$ cat config.mk
export PLATFORM = sky130hd
export DESIGN_NAME = framed_receive_ring_buffer
export DESIGN_NICKNAME = d
export VERILOG_FILES = /design/src/rtl/core/frb_pkg.sv /design/src/rtl/core/frb_seq.sv /design/src/rtl/core/framed_receive_ring_buffer.sv
export SDC_FILE = /design/constraint.sdc
export NUM_CORES = 1
export LEC_CHECK = 0
export ABC_AREA = 1
export BUFFER_PORTS_ARGS = -buffer_cell sky130_fd_sc_hd__buf_4
export CAP_MARGIN = 20
export CORE_UTILIZATION = 38
export DETAILED_ROUTE_END_ITERATION = 8
export PLACE_DENSITY = 0.54
export SYNTH_ARGS = -nofsm -noshare
export SYNTH_HDL_FRONTEND = slang
export SYNTH_HIERARCHICAL = 1
export SYNTH_SLANG_ARGS = --single-unit
$ cat constraint.sdc
create_clock -name clk -period 2.2 [get_ports clk]
set_input_delay 0.33 -clock clk [delete_from_list [all_inputs] [get_ports clk]]
set_output_delay 0.33 -clock clk [all_outputs]
set_load 0.01 [all_outputs]
$ cat src/rtl/core/frb_pkg.sv
// ----------------------------------------------------------------------------
// frb_pkg
// shared types, constants and the control program of the framed receive
// ring buffer
// ----------------------------------------------------------------------------
package frb_pkg;

  localparam int BufferDepth = 64;
  localparam int MaxPop      = 64;
  localparam int LenW        = 7;

  // read status codes
  typedef enum logic [1:0] {
    ST_REMAIN    = 2'd0,
    ST_NOW_EMPTY = 2'd1,
    ST_WAS_EMPTY = 2'd2
  } rd_status_t;

  // framing tracker phase
  typedef enum logic [1:0] {
    PH_IDLE   = 2'd0,
    PH_HEADER = 2'd1,
    PH_COUNT  = 2'd2
  } phase_t;

  // program steps
  typedef enum logic [2:0] {
    S_IDLE   = 3'd0,
    S_STORE  = 3'd1,
    S_RCHK   = 3'd2,
    S_REMPTY = 3'd3,
    S_RZERO  = 3'd4,
    S_RFIRST = 3'd5,
    S_RLOOP  = 3'd6
  } step_t;

  typedef enum logic [2:0] {
    EM_NONE  = 3'd0,
    EM_STORE = 3'd1,
    EM_EMPTY = 3'd2,
    EM_ZERO  = 3'd3,
    EM_BYTE  = 3'd4
  } emit_t;

  typedef enum logic [1:0] {
    RD_NONE    = 2'd0,
    RD_ALWAYS  = 2'd1,
    RD_IF_MORE = 2'd2
  } rd_op_t;

  typedef enum logic [1:0] {
    J_GOTO     = 2'd0,
    J_DISPATCH = 2'd1,
    J_CHECK    = 2'd2,
    J_LOOP     = 2'd3
  } jmp_t;

  // one control word
  typedef struct packed {
    logic   busy;
    logic   store;
    logic   load_cnt;
    emit_t  emit;
    rd_op_t rd;
    jmp_t   jmp;
    step_t  tgt;
  } ctl_t;

  // conditions seen by the sequencer
  typedef struct packed {
    logic start;
    logic func;
    logic empty;
    logic zlen;
    logic more;
  } cond_t;

  // control store
  function automatic ctl_t ucode(input step_t s);
    ctl_t w;
    w = '{busy: 1'b1, store: 1'b0, load_cnt: 1'b0, emit: EM_NONE, rd: RD_NONE,
          jmp: J_GOTO, tgt: S_IDLE};
    case (s)
      S_IDLE: begin
        w.busy = 1'b0;
        w.jmp  = J_DISPATCH;
      end
      S_STORE: begin
        w.store = 1'b1;
        w.emit  = EM_STORE;
      end
      S_RCHK: begin
        w.load_cnt = 1'b1;
        w.jmp      = J_CHECK;
      end
      S_REMPTY: w.emit = EM_EMPTY;
      S_RZERO:  w.emit = EM_ZERO;
      S_RFIRST: begin
        w.rd  = RD_ALWAYS;
        w.tgt = S_RLOOP;
      end
      S_RLOOP: begin
        w.emit = EM_BYTE;
        w.rd   = RD_IF_MORE;
        w.jmp  = J_LOOP;
        w.tgt  = S_RLOOP;
      end
      default: w.tgt = S_IDLE;
    endcase
    return w;
  endfunction

endpackage

$ cat src/rtl/core/frb_seq.sv
// ----------------------------------------------------------------------------
// frb_seq
// step counter and control store of the ring buffer sequencer
// ----------------------------------------------------------------------------
module frb_seq (
  input  logic          clk,
  input  logic          rst_n,
  input  frb_pkg::cond_t cond,
  output frb_pkg::ctl_t  ctl
);
  import frb_pkg::*;

  step_t step_r;
  step_t step_nxt;

  always_ff @(posedge clk) begin
    if (!rst_n) begin
      step_r <= S_IDLE;
    end else begin
      step_r <= step_nxt;
    end
  end

  always_comb begin
    ctl = ucode(step_r);
    case (ctl.jmp)
      J_GOTO:     step_nxt = ctl.tgt;
      J_DISPATCH: step_nxt = !cond.start ? S_IDLE : (cond.func ? S_RCHK : S_STORE);
      J_CHECK:    step_nxt = cond.empty ? S_REMPTY : (cond.zlen ? S_RZERO : S_RFIRST);
      J_LOOP:     step_nxt = cond.more ? ctl.tgt : S_IDLE;
      default:    step_nxt = S_IDLE;
    endcase
  end

endmodule

$ cat src/rtl/core/framed_receive_ring_buffer.sv
// ----------------------------------------------------------------------------
// framed_receive_ring_buffer
// receive ring buffer with length-framed message detection
// ----------------------------------------------------------------------------
// usage
//   input words are commands: start is taken at an edge where busy is low.
//   in_func 0 stores in_rx_byte at the write pointer and runs the framing
//   tracker (header byte, count byte, then count payload bytes); in_func 1
//   pops in_read_len bytes (capped at 64) from the read pointer.
//   results come out on out_* ports for one cycle each, flagged by out_valid;
//   the receiver takes every result and cannot stall the block.
// sequence
//   a store runs the step S_STORE, with busy high, and gives a single
//   result; a read on an empty buffer or with length zero runs S_RCHK, then
//   S_REMPTY or S_RZERO. a read of n bytes runs S_RCHK, S_RFIRST, then
//   S_RLOOP once per byte, and puts out one byte per cycle; the rate is set
//   by the single read port of the byte memory and the step counter of the
//   sequencer.
// reset
//   synchronous, active low: pointers, framing tracker, notify enable and the
//   per-entry valid bits clear at once, so every entry reads as zero; no
//   clearing pass over the memory is needed.
// config
//   cfg_we/cfg_wdata write notify_enable; write it only while busy is low.
// ----------------------------------------------------------------------------
module framed_receive_ring_buffer #(
  parameter int BUFFER_DEPTH = frb_pkg::BufferDepth
) (
  input  logic                     clk,
  input  logic                     rst_n,
  // command channel
  input  logic                     start,
  output logic                     busy,
  input  logic                     in_func,
  input  logic [7:0]               in_rx_byte,
  input  logic [frb_pkg::LenW-1:0] in_read_len,
  // result channel
  output logic                     out_valid,
  output logic [7:0]               out_byte,
  output logic                     out_byte_valid,
  output logic                     out_frame_done,
  output logic [1:0]               out_read_status,
  output logic                     out_last,
  // configuration
  input  logic                     cfg_we,
  input  logic                     cfg_wdata
);
  import frb_pkg::*;

  localparam int AW = (BUFFER_DEPTH > 1) ? $clog2(BUFFER_DEPTH) : 1;

  // pointer advance with wrap at the depth
  function automatic logic [AW-1:0] adv(input logic [AW-1:0] p);
    logic [AW-1:0] q;
    if (p == AW'(BUFFER_DEPTH - 1)) begin
      q = '0;
    end else begin
      q = p + AW'(1);
    end
    return q;
  endfunction

  ctl_t  ctl;
  cond_t cond;

  // captured command word
  logic [7:0]      byte_r;
  logic [LenW-1:0] len_r;

  // buffer state
  logic [7:0]              mem [BUFFER_DEPTH];
  logic [BUFFER_DEPTH-1:0] vld_r;
  logic [AW-1:0]           wr_r;
  logic [AW-1:0]           rd_r;
  logic [7:0]              mem_q_r;
  logic                    vld_q_r;
  logic [LenW-1:0]         cnt_r;

  // framing tracker
  phase_t     phase_r, phase_nxt;
  logic [7:0] rem_r, rem_nxt;
  logic       done;
  logic       notify_r;

  logic accept;
  logic issue;
  logic last_byte;

  // output registers
  logic       out_valid_r;
  logic [7:0] out_byte_r;
  logic       out_bv_r;
  logic       out_fd_r;
  rd_status_t out_st_r;
  logic       out_last_r;

  frb_seq u_seq (
    .clk  (clk),
    .rst_n(rst_n),
    .cond (cond),
    .ctl  (ctl)
  );

  assign busy   = ctl.busy;
  assign accept = start && !ctl.busy;

  assign cond.start = start;
  assign cond.func  = in_func;
  assign cond.empty = (rd_r == wr_r);
  assign cond.zlen  = (len_r == '0);
  assign cond.more  = (cnt_r != '0);

  assign issue = (ctl.rd == RD_ALWAYS) || ((ctl.rd == RD_IF_MORE) && (cnt_r != '0));
  // no more reads queued means the byte now in hand is the final one
  assign last_byte = (cnt_r == '0);

  // command capture
  always_ff @(posedge clk) begin
    if (accept) begin
      byte_r <= in_rx_byte;
      len_r  <= in_read_len;
    end
  end

  // byte memory: one write port, one registered read port
  always_ff @(posedge clk) begin
    if (ctl.store) begin
      mem[wr_r] <= byte_r;
    end
    if (issue) begin
      mem_q_r <= mem[rd_r];
    end
  end

  // framing tracker next state
  always_comb begin
    phase_nxt = phase_r;
    rem_nxt   = rem_r;
    done      = 1'b0;
    if (ctl.store) begin
      case (phase_r)
        PH_HEADER: begin
          phase_nxt = PH_COUNT;
          rem_nxt   = byte_r;
        end
        PH_COUNT: begin
          // a count of zero wraps to a 256-byte frame
          rem_nxt = rem_r - 8'd1;
          if (rem_nxt == 8'd0) begin
            phase_nxt = PH_IDLE;
            done      = notify_r;
          end
        end
        default: phase_nxt = PH_HEADER;
      endcase
    end
  end

  // pointers, valid bits, counter, tracker, config
  always_ff @(posedge clk) begin
    if (!rst_n) begin
      vld_r    <= '0;
      wr_r     <= '0;
      rd_r     <= '0;
      cnt_r    <= '0;
      phase_r  <= PH_IDLE;
      rem_r    <= '0;
      notify_r <= 1'b0;
    end else begin
      if (cfg_we) begin
        notify_r <= cfg_wdata;
      end
      phase_r <= phase_nxt;
      rem_r   <= rem_nxt;
      if (ctl.store) begin
        vld_r[wr_r] <= 1'b1;
        wr_r        <= adv(wr_r);
      end
      if (ctl.load_cnt) begin
        cnt_r <= (len_r > LenW'(MaxPop)) ? LenW'(MaxPop) : len_r;
      end else if (issue) begin
        cnt_r <= cnt_r - LenW'(1);
      end
      if (issue) begin
        // popping clears the entry
        vld_r[rd_r] <= 1'b0;
        rd_r        <= adv(rd_r);
      end
    end
  end

  always_ff @(posedge clk) begin
    if (issue) begin
      vld_q_r <= vld_r[rd_r];
    end
  end

  // result formatting
  always_ff @(posedge clk) begin
    if (!rst_n) begin
      out_valid_r <= 1'b0;
    end else begin
      out_valid_r <= (ctl.emit != EM_NONE);
    end
  end

  always_ff @(posedge clk) begin
    out_byte_r <= 8'd0;
    out_bv_r   <= 1'b0;
    out_fd_r   <= 1'b0;
    out_st_r   <= ST_REMAIN;
    out_last_r <= 1'b1;
    case (ctl.emit)
      EM_STORE: out_fd_r <= done;
      EM_EMPTY: out_st_r <= ST_WAS_EMPTY;
      EM_ZERO:  out_st_r <= ST_REMAIN;
      EM_BYTE: begin
        out_byte_r <= vld_q_r ? mem_q_r : 8'd0;
        out_bv_r   <= 1'b1;
        out_last_r <= last_byte;
        if (last_byte && (rd_r == wr_r)) begin
          out_st_r <= ST_NOW_EMPTY;
        end
      end
      default: out_last_r <= 1'b0;
    endcase
  end

  assign out_valid       = out_valid_r;
  assign out_byte        = out_byte_r;
  assign out_byte_valid  = out_bv_r;
  assign out_frame_done  = out_fd_r;
  assign out_read_status = out_st_r;
  assign out_last        = out_last_r;

endmodule

==> metrics.md <==
| Metric | Value |
|---|---|
| Final worst-path cycle share | `97.1%` |
| Post-Syn Nets | `2680` |
| Final ANT Viol Nets | `0` |
| Post-Synthesis Cells | `2651` |
| Die area | `72400 um^2` |
| Crit path launch | `rd_r[1]` |
| Final Hold Vio Count | `0` |
| RR Startpoint | `rd_r[1]` |
| Worst IR Drop VDD | `0.000456 V` |
| Clock Latency Late Sink | `640 ps` |
| Global route hottest layer | `met2` |
| DP Area | `29500 um^2` |
| Final setup violation count | `0` |
| Row cnt | `97` |
| Boundary Pins | `36` |
| DRT iter0 DRCs | `1901` |
| # diodes | `0` |
| Clk pin slew, worst setup/hold paths | `60 ps` |
| Post-Route WL | `77300 um` |
| Die Wd | `269 um` |
| Synthesis Warnings | `6` |
| Gr usage total | `21.6%` |
| Die Ht | `269 um` |
| Global-route wire length before repair | `117000 um` |
| Synthesized area | `27100 um^2` |
| Final Wtd Congestion | `0.878` |
| Gr ovfl total | `0` |
| CP arrival | `2480 ps` |
| Clock Tree Buf Depth | `3` |
| Tightest Pin Transition | `882 ps` |
| Setup crit end kind | `flip-flop` |
| DPL Wire Length | `49000 um` |
| Outcome | `complete, no violations` |
| Initial Util | `38.5%` |
| Largest net degree at the start of global routing | `94` |
| Clk_skew | `38.9 ps` |
| Number of global-route vias before repair | `19000` |
| Area growth syn-to-layout | `18.1%` |
| Number of vias per cell | `5.12` |
| WS Path Type | `reg -> reg` |
| Mean post-synth cell area | `10.2 um^2` |
| Register area | `18300 um^2` |
| Hold/Removal Path Class | `in -> reg` |
| Max Cap Viol | `0` |
| Multi-input gate area | `7380 um^2` |
| PortBufs | `35` |
| Layout cell share with drive strength beyond 1 | `12.1%` |
| CTS buffer count | `69` |
| CTS tree | `yes` |
| Crit Path Max Fanout | `24` |
| Final Power | `0.0261 W` |
| Met3 Use GR | `3.31%` |
| FMAX | `0.468 GHz` |
| Layout fillers | `6590` |
| H-Tree Depth | `3` |
| Core area | `70300 um^2` |
| Drt pass-1 iters | `5` |
| Pleak | `11.9 nW` |
| Hold path startpoint | `rst_n` |
| Vias | `19500` |
| Slew HR | `41.2%` |
| Routed len/inst | `20.3 um` |
| NumNets Final | `2838` |
| Setup repair bufs after CTS | `0` |
| Final Critical Period | `2140 ps` |
| Most frequent cells in the layout | `nand2_1 (741), edfxtp_1 (536), a21oi_1 (290)` |
| Final number of max-transition violations | `0` |
| Worst path required time | `2550 ps` |
| DRC | `0` |
| Commonest non-fill, non-tap cell in the layout | `nand2_1` |
| Sink Count | `647` |
| Initial antenna violation count | `0` |
| GR Util met1 | `29.9%` |
| Clock root cell | `clkbuf_16` |
| Fin Hold WS | `59.2 ps` |
| Cell area after layout | `32000 um^2` |
| Power per cell area | `815 nW/um^2` |
| Startpoint Class | `flip-flop` |
| Met2 usage | `34.9%` |
## what timing repair did
item                                    4_1_cts  5_1_grt
hold buffers                                 19        0
endpoints found under the setup margin        0      111
gates resized for setup                       0       10
hold endpoints to repair                     17        0
## where the power goes
group          internal (W)  switching [W]  leakage, nW
registers            0.0134      0.0000799         5.72
logic              0.000280       0.000646         5.05
clock network       0.00675        0.00493         1.10
total                0.0204        0.00566         11.9
## layout make-up
class,instances,share of cell area [%]
clock buffers,87,5.90
clock inverters,41,1.27
inverters,201,2.40
multi-input cells,1672,23.1
flip-flops and latches,647,57.3
well taps,940,3.67
repair buffers,218,6.45
## state kept, by name, indices dropped and copies added (netlist names)
| register | count |
|---|---|
| out_last | 1 |
| notify_r | 1 |
| byte_r | 8 |
| u_seq/step_r | 3 |
| vld_r | 64 |
| rd_r | 6 |
| out_valid | 1 |
| out_read_status | 2 |
| mem | 512 |
| phase_r | 2 |
| vld_q_r | 1 |
| out_frame_done | 1 |
| rem_r | 8 |
| wr_r | 6 |
| mem_q_r | 8 |
| out_byte | 8 |
| len_r | 7 |
| cnt_r | 7 |
| out_byte_valid | 1 |
## worst max-delay path: stages, from the launching register on
cell     delay, ps
dfxtp_4        390
nand2_1         90
inv_2           40
nand2_2         60
inv_4          150
buf_4          190
nand2_1         50
o21ai_1         70
nor2_1         240
nand3_2        160
nand2_1        120
nand2_1         90
nor2_1         100
nand2_1        110
## metrics by stage
stage	setup TNS (ps)	worst slack [ps]	std cells	utilization [%]
after floorplan	0	112	2651	-
after global placement	0	12.9	3659	42.0
after detailed placement	0	14.5	3659	42.0
after CTS	0	10.6	3806	45.5
after global routing	-1.11	-1.11	3806	45.5
final	0	64.9	3806	45.5
## metal layers
layer	wire [um]	share of wire (%)
met5	0	0
met4	2280	2.9
met3	4530	5.9
met2	35800	46
met1	34700	45
## worst paths after layout
check / endpoint / slack [ps] / depth (start not counted)
max: mem_q_r[6] / 60 / 13
min: cnt_r[5] / 60 / 3
max reg2reg: mem_q_r[6] / 60 / 13
min reg2reg: out_byte[0] / 480 / 2
No activity file was read; power rests on OpenSTA's default activity.
